### src/rtl/kvrp_pkg.sv
`timescale 1ns / 1ps

package kvrp_pkg;

  // Character codes
  localparam logic [7:0] CH_NUL   = 8'h00;
  localparam logic [7:0] CH_TAB   = 8'h09;
  localparam logic [7:0] CH_LF    = 8'h0A;
  localparam logic [7:0] CH_VT    = 8'h0B;
  localparam logic [7:0] CH_FF    = 8'h0C;
  localparam logic [7:0] CH_CR    = 8'h0D;
  localparam logic [7:0] CH_SP    = 8'h20;
  localparam logic [7:0] CH_PLUS  = 8'h2B;
  localparam logic [7:0] CH_MINUS = 8'h2D;
  localparam logic [7:0] CH_0     = 8'h30;
  localparam logic [7:0] CH_9     = 8'h39;
  localparam logic [7:0] CH_COLON = 8'h3A;
  localparam logic [7:0] CH_EQ    = 8'h3D;

  // Payload widths
  localparam int unsigned BYTE_W  = 8;
  localparam int unsigned ID_W    = 5;
  localparam int unsigned VALUE_W = 32;

  localparam logic [ID_W-1:0] ID_OFFSET = 5'd15;

  // Number conversion phases
  localparam logic [1:0] NUM_SKIP   = 2'd0;
  localparam logic [1:0] NUM_DIGITS = 2'd1;
  localparam logic [1:0] NUM_STOP   = 2'd2;

  typedef struct packed {
    logic [1:0]         phase;
    logic               negative;
    logic [VALUE_W-1:0] acc;
  } num_state_t;

  // Name ROM: text right-justified, first character in the highest used byte
  localparam int unsigned ROM_SLOTS = 32;
  localparam int unsigned NAME_CHARS = 16;
  localparam int unsigned NAME_BITS = NAME_CHARS * 8;

  localparam logic [NAME_BITS-1:0] ROM_NAME [ROM_SLOTS] = '{
    0:  "TIME",
    1:  "WATT",
    2:  "ENERGYDAY",
    3:  "ENRGDAYSUM",
    4:  "ENERGYMON",
    5:  "ENRGMONSUM",
    6:  "WATTMONMAX",
    7:  "WGAINA",
    8:  "WGAINN",
    9:  "WGAINN",
    10: "WGAINN",
    11: "WATTINTERVAL",
    12: "WATTMAX",
    13: "CURMAX",
    14: "VOLTMAX",
    default: '0
  };

  localparam logic [4:0] ROM_LEN [ROM_SLOTS] = '{
    0:  5'd4,
    1:  5'd4,
    2:  5'd9,
    3:  5'd10,
    4:  5'd9,
    5:  5'd10,
    6:  5'd10,
    7:  5'd6,
    8:  5'd6,
    9:  5'd6,
    10: 5'd6,
    11: 5'd12,
    12: 5'd7,
    13: 5'd6,
    14: 5'd7,
    default: 5'd0
  };

  // Character at position pos of a name; only meaningful for pos < length
  function automatic logic [7:0] rom_char(logic [4:0] slot, logic [3:0] pos);
    logic [NAME_BITS-1:0] name;
    logic [3:0]           idx;
    logic [6:0]           base;
    name = ROM_NAME[slot];
    idx  = 4'(ROM_LEN[slot] - 5'(pos) - 5'd1);
    base = {idx, 3'b000};
    return name[base +: 8];
  endfunction

endpackage

### src/rtl/kvrp_in_if.sv
`timescale 1ns / 1ps

interface kvrp_in_if;
  logic                          valid;
  logic                          ready;
  logic [kvrp_pkg::BYTE_W-1:0]   in_byte;

  modport source (output valid, output in_byte, input ready);
  modport sink   (input valid, input in_byte, output ready);
endinterface

### src/rtl/kvrp_out_if.sv
`timescale 1ns / 1ps

interface kvrp_out_if;
  logic                          valid;
  logic                          ready;
  logic [kvrp_pkg::ID_W-1:0]     param_id;
  logic [kvrp_pkg::VALUE_W-1:0]  param_value;

  modport source (output valid, output param_id, output param_value, input ready);
  modport sink   (input valid, input param_id, input param_value, output ready);
endinterface

### src/rtl/kvrp_key_match.sv
`timescale 1ns / 1ps

module kvrp_key_match #(
  parameter int unsigned TABLE_ENTRIES = 15,
  parameter int unsigned MAX_NAME_LEN  = 12,
  parameter int unsigned KEY_LEN_W     = 4
) (
  input  logic [7:0]               char_i,
  input  logic [KEY_LEN_W-1:0]     key_len_i,
  input  logic [TABLE_ENTRIES-1:0] alive_i,
  input  logic [TABLE_ENTRIES-1:0] done_i,
  output logic [TABLE_ENTRIES-1:0] alive_o,
  output logic [TABLE_ENTRIES-1:0] done_o
);

  // Compare one key character against every entry in parallel
  always_comb begin
    logic [4:0] len;
    logic [4:0] slot;
    logic [3:0] pos;
    alive_o = alive_i;
    done_o  = done_i;
    pos     = 4'(key_len_i);
    for (int i = 0; i < TABLE_ENTRIES; i++) begin
      slot = 5'(i);
      len  = kvrp_pkg::ROM_LEN[slot];
      if (len != 5'd0 && 32'(len) <= MAX_NAME_LEN && 6'(key_len_i) < 6'(len)) begin
        if (kvrp_pkg::rom_char(slot, pos) != char_i) begin
          alive_o[i] = 1'b0;
        end else if (6'(key_len_i) == 6'(len) - 6'd1 && alive_i[i]) begin
          done_o[i] = 1'b1;
        end
      end
    end
  end

endmodule

### src/rtl/kvrp_value_conv.sv
`timescale 1ns / 1ps

module kvrp_value_conv (
  input  logic [7:0]             char_i,
  input  kvrp_pkg::num_state_t   state_i,
  output kvrp_pkg::num_state_t   state_o
);

  always_comb begin
    logic is_space;
    logic is_sign;
    logic is_digit;
    logic take_digit;
    is_space = (char_i == kvrp_pkg::CH_SP) || (char_i == kvrp_pkg::CH_TAB) ||
               (char_i == kvrp_pkg::CH_VT) || (char_i == kvrp_pkg::CH_FF) ||
               (char_i == kvrp_pkg::CH_CR);
    is_sign  = (char_i == kvrp_pkg::CH_PLUS) || (char_i == kvrp_pkg::CH_MINUS);
    is_digit = (char_i >= kvrp_pkg::CH_0) && (char_i <= kvrp_pkg::CH_9);
    state_o    = state_i;
    take_digit = 1'b0;

    case (state_i.phase)
      kvrp_pkg::NUM_SKIP: begin
        if (is_space) begin
          take_digit = 1'b0;
        end else if (is_sign) begin
          state_o.negative = (char_i == kvrp_pkg::CH_MINUS);
          state_o.phase    = kvrp_pkg::NUM_DIGITS;
        end else begin
          state_o.phase = kvrp_pkg::NUM_DIGITS;
          take_digit    = 1'b1;
        end
      end
      kvrp_pkg::NUM_DIGITS: take_digit = 1'b1;
      default:              take_digit = 1'b0;
    endcase

    // acc * 10 + digit, wrapping at 32 bits
    if (take_digit) begin
      if (is_digit) begin
        state_o.acc = (state_i.acc << 3) + (state_i.acc << 1) +
                      32'(char_i - kvrp_pkg::CH_0);
      end else begin
        state_o.phase = kvrp_pkg::NUM_STOP;
      end
    end
  end

endmodule

### src/rtl/key_value_record_parser.sv
`timescale 1ns / 1ps
// Words wait in the input register; a finished record loads the result register.
// Throughput: one word per cycle unless the result stalls, which only holds input;
// the input register, parallel name compare and result register set that rate.
// Reset: rst_ni clears all record state and the valid bits of the input and result
// registers asynchronously; the block accepts words from the first edge after it.
module key_value_record_parser #(
  parameter int unsigned TABLE_ENTRIES = 15,
  parameter int unsigned MAX_NAME_LEN  = 12
) (
  input  logic            clk_i,
  input  logic            rst_ni,
  kvrp_in_if.sink         in_i,
  kvrp_out_if.source      out_o
);

  localparam int unsigned KEY_LEN_W = $clog2(MAX_NAME_LEN + 1);

  // Input register
  logic       in_valid_q;
  logic [7:0] in_byte_q;

  // Result register
  logic                             out_valid_q;
  logic [kvrp_pkg::ID_W-1:0]        out_id_q;
  logic [kvrp_pkg::VALUE_W-1:0]     out_value_q;

  // Record state
  logic                       in_value_q, in_value_d;
  logic [KEY_LEN_W-1:0]       key_len_q, key_len_d;
  logic [TABLE_ENTRIES-1:0]   alive_q, alive_d;
  logic [TABLE_ENTRIES-1:0]   done_q, done_d;
  logic                       value_nz_q, value_nz_d;
  kvrp_pkg::num_state_t       num_q, num_d;

  logic                       advance;
  logic                       out_free;
  logic                       has_result;
  logic [TABLE_ENTRIES-1:0]   alive_next;
  logic [TABLE_ENTRIES-1:0]   done_next;
  kvrp_pkg::num_state_t       num_next;
  logic                       hit;
  logic [4:0]                 hit_idx;
  logic [kvrp_pkg::ID_W-1:0]  result_id;
  logic [kvrp_pkg::VALUE_W-1:0] result_value;

  // A word leaves the input register whenever the result register has room
  assign out_free   = !out_valid_q || out_o.ready;
  assign advance    = in_valid_q && out_free;
  assign in_i.ready = !in_valid_q || advance;

  always_ff @(posedge clk_i or negedge rst_ni) begin
    if (!rst_ni) begin
      in_valid_q <= 1'b0;
    end else if (in_i.ready) begin
      in_valid_q <= in_i.valid;
    end
  end

  always_ff @(posedge clk_i) begin
    if (in_i.valid && in_i.ready) begin
      in_byte_q <= in_i.in_byte;
    end
  end

  kvrp_key_match #(
    .TABLE_ENTRIES (TABLE_ENTRIES),
    .MAX_NAME_LEN  (MAX_NAME_LEN),
    .KEY_LEN_W     (KEY_LEN_W)
  ) u_key_match (
    .char_i    (in_byte_q),
    .key_len_i (key_len_q),
    .alive_i   (alive_q),
    .done_i    (done_q),
    .alive_o   (alive_next),
    .done_o    (done_next)
  );

  kvrp_value_conv u_value_conv (
    .char_i  (in_byte_q),
    .state_i (num_q),
    .state_o (num_next)
  );

  // First completed entry wins: scan from the top so the lowest index ends up
  always_comb begin
    hit     = 1'b0;
    hit_idx = 5'd0;
    for (int i = TABLE_ENTRIES - 1; i >= 0; i--) begin
      if (done_q[i]) begin
        hit     = 1'b1;
        hit_idx = 5'(i);
      end
    end
  end

  assign result_id    = kvrp_pkg::ID_W'(6'(hit_idx) + 6'(kvrp_pkg::ID_OFFSET));
  assign result_value = num_q.negative ? (32'd0 - num_q.acc) : num_q.acc;

  // Per-word record control
  always_comb begin
    logic is_eol;
    logic clear;
    is_eol     = (in_byte_q == kvrp_pkg::CH_NUL) || (in_byte_q == kvrp_pkg::CH_LF);
    clear      = 1'b0;
    has_result = 1'b0;
    in_value_d = in_value_q;
    key_len_d  = key_len_q;
    alive_d    = alive_q;
    done_d     = done_q;
    value_nz_d = value_nz_q;
    num_d      = num_q;

    if (is_eol) begin
      // End of line: finish an open value, drop an unfinished key
      has_result = in_value_q && value_nz_q && hit;
      clear      = 1'b1;
    end else if (!in_value_q) begin
      if (in_byte_q == kvrp_pkg::CH_EQ) begin
        if (key_len_q == '0) begin
          clear = 1'b1;
        end else begin
          in_value_d = 1'b1;
        end
      end else begin
        alive_d = alive_next;
        done_d  = done_next;
        if (key_len_q < KEY_LEN_W'(MAX_NAME_LEN)) begin
          key_len_d = key_len_q + KEY_LEN_W'(1);
        end
      end
    end else if (in_byte_q == kvrp_pkg::CH_COLON) begin
      has_result = value_nz_q && hit;
      clear      = 1'b1;
    end else begin
      value_nz_d = 1'b1;
      num_d      = num_next;
    end

    if (clear) begin
      in_value_d     = 1'b0;
      key_len_d      = '0;
      alive_d        = '1;
      done_d         = '0;
      value_nz_d     = 1'b0;
      num_d.phase    = kvrp_pkg::NUM_SKIP;
      num_d.negative = 1'b0;
      num_d.acc      = '0;
    end
  end

  always_ff @(posedge clk_i or negedge rst_ni) begin
    if (!rst_ni) begin
      in_value_q     <= 1'b0;
      key_len_q      <= '0;
      alive_q        <= '1;
      done_q         <= '0;
      value_nz_q     <= 1'b0;
      num_q.phase    <= kvrp_pkg::NUM_SKIP;
      num_q.negative <= 1'b0;
      num_q.acc      <= '0;
    end else if (advance) begin
      in_value_q <= in_value_d;
      key_len_q  <= key_len_d;
      alive_q    <= alive_d;
      done_q     <= done_d;
      value_nz_q <= value_nz_d;
      num_q      <= num_d;
    end
  end

  // Result register: load on a finished record, hold while the sink stalls
  always_ff @(posedge clk_i or negedge rst_ni) begin
    if (!rst_ni) begin
      out_valid_q <= 1'b0;
    end else if (out_free) begin
      out_valid_q <= advance && has_result;
    end
  end

  always_ff @(posedge clk_i) begin
    if (advance && has_result) begin
      out_id_q    <= result_id;
      out_value_q <= result_value;
    end
  end

  assign out_o.valid       = out_valid_q;
  assign out_o.param_id    = out_id_q;
  assign out_o.param_value = out_value_q;

endmodule
### src/flat_wrapper.sv
// flat-port wrapper written by rule: the top's interface ports become plain ports
module key_value_record_parser_flat 
#(
  parameter int unsigned TABLE_ENTRIES = 15,
  parameter int unsigned MAX_NAME_LEN  = 12
)
  (clk_i, rst_ni, in_i_valid, in_i_in_byte, in_i_ready, out_o_valid, out_o_param_id, out_o_param_value, out_o_ready);
  kvrp_in_if in_i_i ();
  kvrp_out_if out_o_i ();
  input  logic clk_i;
  input  logic rst_ni;
  input wire logic [$bits(in_i_i.valid)-1:0] in_i_valid;
  input wire logic [$bits(in_i_i.in_byte)-1:0] in_i_in_byte;
  output wire logic [$bits(in_i_i.ready)-1:0] in_i_ready;
  output wire logic [$bits(out_o_i.valid)-1:0] out_o_valid;
  output wire logic [$bits(out_o_i.param_id)-1:0] out_o_param_id;
  output wire logic [$bits(out_o_i.param_value)-1:0] out_o_param_value;
  input wire logic [$bits(out_o_i.ready)-1:0] out_o_ready;
  assign in_i_i.valid = in_i_valid;
  assign in_i_i.in_byte = in_i_in_byte;
  assign in_i_ready = in_i_i.ready;
  assign out_o_valid = out_o_i.valid;
  assign out_o_param_id = out_o_i.param_id;
  assign out_o_param_value = out_o_i.param_value;
  assign out_o_i.ready = out_o_ready;
  key_value_record_parser #(.TABLE_ENTRIES(TABLE_ENTRIES), .MAX_NAME_LEN(MAX_NAME_LEN)) u_core (.clk_i(clk_i), .rst_ni(rst_ni), .in_i(in_i_i), .out_o(out_o_i));
endmodule
### config.mk
export PLATFORM = sky130hd
export DESIGN_NAME = key_value_record_parser_flat
export DESIGN_NICKNAME = d
export VERILOG_FILES = /design/src/rtl/kvrp_pkg.sv /design/src/rtl/kvrp_in_if.sv /design/src/rtl/kvrp_out_if.sv /design/src/rtl/kvrp_key_match.sv /design/src/rtl/kvrp_value_conv.sv /design/src/rtl/key_value_record_parser.sv /design/src/flat_wrapper.sv
export SDC_FILE = /design/constraint.sdc
export NUM_CORES = 1
export LEC_CHECK = 0
export BUFFER_PORTS_ARGS = -buffer_cell sky130_fd_sc_hd__buf_2
export CORE_ASPECT_RATIO = 0.9
export CORE_MARGIN = 4
export CORE_UTILIZATION = 55
export CTS_CLUSTER_DIAMETER = 150
export DETAILED_ROUTE_END_ITERATION = 6
export GPL_ROUTABILITY_DRIVEN = 0
export PLACE_DENSITY = 0.83
export SLEW_MARGIN = 20
export SYNTH_ARGS = -nofsm -noshare
export SYNTH_HDL_FRONTEND = slang
export SYNTH_SLANG_ARGS = --single-unit
export TNS_END_PERCENT = 50
### constraint.sdc
create_clock -name clk_i -period 11.33 [get_ports clk_i]
set_clock_uncertainty 0.2 [all_clocks]
set_input_delay 2.266 -clock clk_i [delete_from_list [all_inputs] [get_ports clk_i]]
set_output_delay 2.266 -clock clk_i [all_outputs]
set_load 0.05 [all_outputs]
==> out/results.txt <==
Synth Instances: 1000
Multi-input gate area: 0.00566 mm^2
Cell Pwr Density: 268 mW/mm^2
Post-synthesis sequential area ratio: 0.341
Share of cells above drive strength 1: 0.119
CTS tree: built
DRT met1 WL: 10.3 mm
H-tree depth: 4
Commonest non-fill, non-tap cell in the layout: nand2_1
Ys Warns: 0
Fin. Hold Viols: 0
Die width: 143 um
IO Count: 51
Port bufs: 50
Post-CTS Hold Buffers: 0
Syn Nets: 1099
Crit path time final: 5.49 ns
Post-CTS setup buffer count: 0
Clock buffer depth: 2
Clock transition at path regs: 0.06 ns
Multiplexer share of the synthesized area: 0.00898
Syn_area_per_cell: 9.06 um^2
EDFF count, synth: 45
Least-Margin Pin Slew: 0.922 ns
# fillers: 1319
Drt first-iter violations: 992
Via count: 7755
Max-slew violation count: 0
Yosys top cell by area: dfrtp_1
Overall power: 0.00269 W
Die Y: 130 um
Initial antenna violation count: 0
Post-Synth Adder-Cell Area: 0.145
Number of global-route vias before repair: 7397
WP data arrival: 3.02 ns
Skew-Pair Late Insertion Delay: 0.43 ns
DR top layer: met4
Placed insts: 1219
Post-synth ARST share: 0.605
Post-synthesis compound-gate area fraction: 0.184
Largest family of logic cells by synthesized area: compound AO/OA/AOI/OAI gates
Most common flop cell mapped by yosys: dfrtp_1
FP Rows: 44
Total gr overflow: 0
Synth cell types: 72
Number of synthesized register bits: 114
Core box area: 0.0161 mm^2
Total Nets Final: 1130
Vias per cell: 6.20
DRC errors left: 0
CP Class: input port to output port
CTS Root Cell: clkbuf_16
Leakage: 4.25 nW
Status: complete, no violations
DP HPWL: 15.6 mm
Layout overhead on the synthesized area: 10.9%
Max_slew headroom: 0.385
First-pass GRT wire length: 37.0 mm
Maxcap violations: 0
Tcrit/Tclk final: 0.484
Crit end category: output port
Unrepaired setup endpoints after global routing: no
Main area contributors after synthesis: dfrtp_1 (15%), edfxtp_1 (15%), xnor2_1 (8.6%)
CP required: 8.86 ns
Peak VDD IR: 0.000156 V
Largest net degree at the start of global routing: 70
Die area: 0.0186 mm^2
Post-Synth Simple-Gate Area: 0.169
Final core occ: 0.623
Min-delay worst type: register to register
Ant diodes: 0
Setup-failing EPs final: 0
Setup tns final: 0 ns
Max Clock Freq: 0.182 GHz
Wire per inst: 18.1 um
Clock Sinks: 114
PostCTS Resize Cnt: 0
First drt pass iteration count: 6
Register area: 0.00310 mm^2
Most frequent cells in the layout: nand2_1 (104), xnor2_1 (89), o21ai_0 (80)
Final wirelength: 22.7 mm
Final cell count without fillers: 1251
Mapped cell area: 0.00906 mm^2
XOR/XNOR Fraction of Synth Area: 0.115
DR WL met2: 10.4 mm
Starting Density: 0.562
Worst Path Max Fanout: 3
Crit path launch type: input port
Detail Route Antenna Nets: 0
Share of the synthesized area in the top cell type: 0.155
Clock buffer count from CTS: 17
DR WL met3: 1.63 mm
Total GRT Usage: 0.250
## power by group
group / internal (W) / switching [W] / total [W]
Combinational: 0.000620 / 0.000900 / 0.00152
Sequential: 0.000515 / 0.000135 / 0.000650
Clock: 0.000319 / 0.000203 / 0.000522
## worst max-delay path: stages
cell,delay (ns)
buf_2,0.11
nor2b_1,0.27
nand2_1,0.14
buf_2,0.23
## metal layers
metal	track usage	vias to the layer above
li1	-	3635
met1	0.350	3731
met2	0.395	345
met3	0.0495	44
met4	0.0853	0
met5	0	-
## final timing paths
path / depth (start not counted) / startpoint / slack [ns] / to
max: 4 / out_o_ready / 5.84 / in_i_ready
min: 2 / u_core.alive_q[11] / 0.26 / u_core.alive_q[11]
max reg2reg: 14 / u_core.in_byte_q[4] / 6.17 / u_core.num_q[29]
min reg2reg: 2 / u_core.alive_q[11] / 0.26 / u_core.alive_q[11]
max in group asynchronous: 2 / rst_ni / 8.47 / u_core.num_q[32]
min in group asynchronous: 2 / rst_ni / 1.83 / u_core.num_q[3]
## flip-flops by register name (all words and copies together) (netlist names)
signal                    cells
u_core.in_byte_q              8
u_core.value_nz_q             1
u_core.num_q                 35
u_core.done_q                13
u_core.alive_q               13
u_core.key_len_q              4
u_core.out_o.param_id         5
u_core.out_o.valid            1
u_core.in_valid_q             1
u_core.out_o.param_value     32
u_core.in_value_q             1
## cells by family after synthesis
logic type	Yosys count
fa+ha+maj	88
simple gates	320
xor+xnor	119
mux	8
buf+inv	87
flops	114
compound gates	264
## synthesized netlist by cell type, drive strengths merged, types with 7 or more instances
| cell type | number |
|---|---|
| a211oi | 8 |
| a21o | 11 |
| a21oi | 69 |
| a31oi | 12 |
| and3 | 7 |
| buf | 11 |
| clkbuf | 35 |
| dfrtp | 56 |
| dfstp | 13 |
| edfxtp | 45 |
| fa | 29 |
| ha | 58 |
| inv | 38 |
| mux2i | 7 |
| nand2 | 105 |
| nand2b | 19 |
| nand3 | 30 |
| nand4 | 7 |
| nor2 | 81 |
| nor2b | 8 |
| nor3 | 19 |
| nor4 | 9 |
| o21ai | 82 |
| o21bai | 9 |
| o31ai | 21 |
| or2 | 8 |
| or3 | 7 |
| xnor2 | 89 |
| xor2 | 30 |
## cell type report
class | count | area share
Timing Repair Buffer | 58 | 0.0309
Clock inverter | 9 | 0.00647
Clock buffer | 23 | 0.0508
Multi-Input combinational cell | 799 | 0.563
Inverter | 41 | 0.0153
Tap cell | 207 | 0.0258
Sequential cell | 114 | 0.308
## metrics by stage
step	hold WS (ns)	area, um^2	setup slack (ns)
finish	0.264	10100	5.84
global route	0.279	10100	5.76
CTS	0.266	10100	5.86
detailed placement	0.258	9480	5.87
global placement	0.247	9470	5.84
floorplan	0.239	9060	1.97
(Power assumes the default switching activity.)
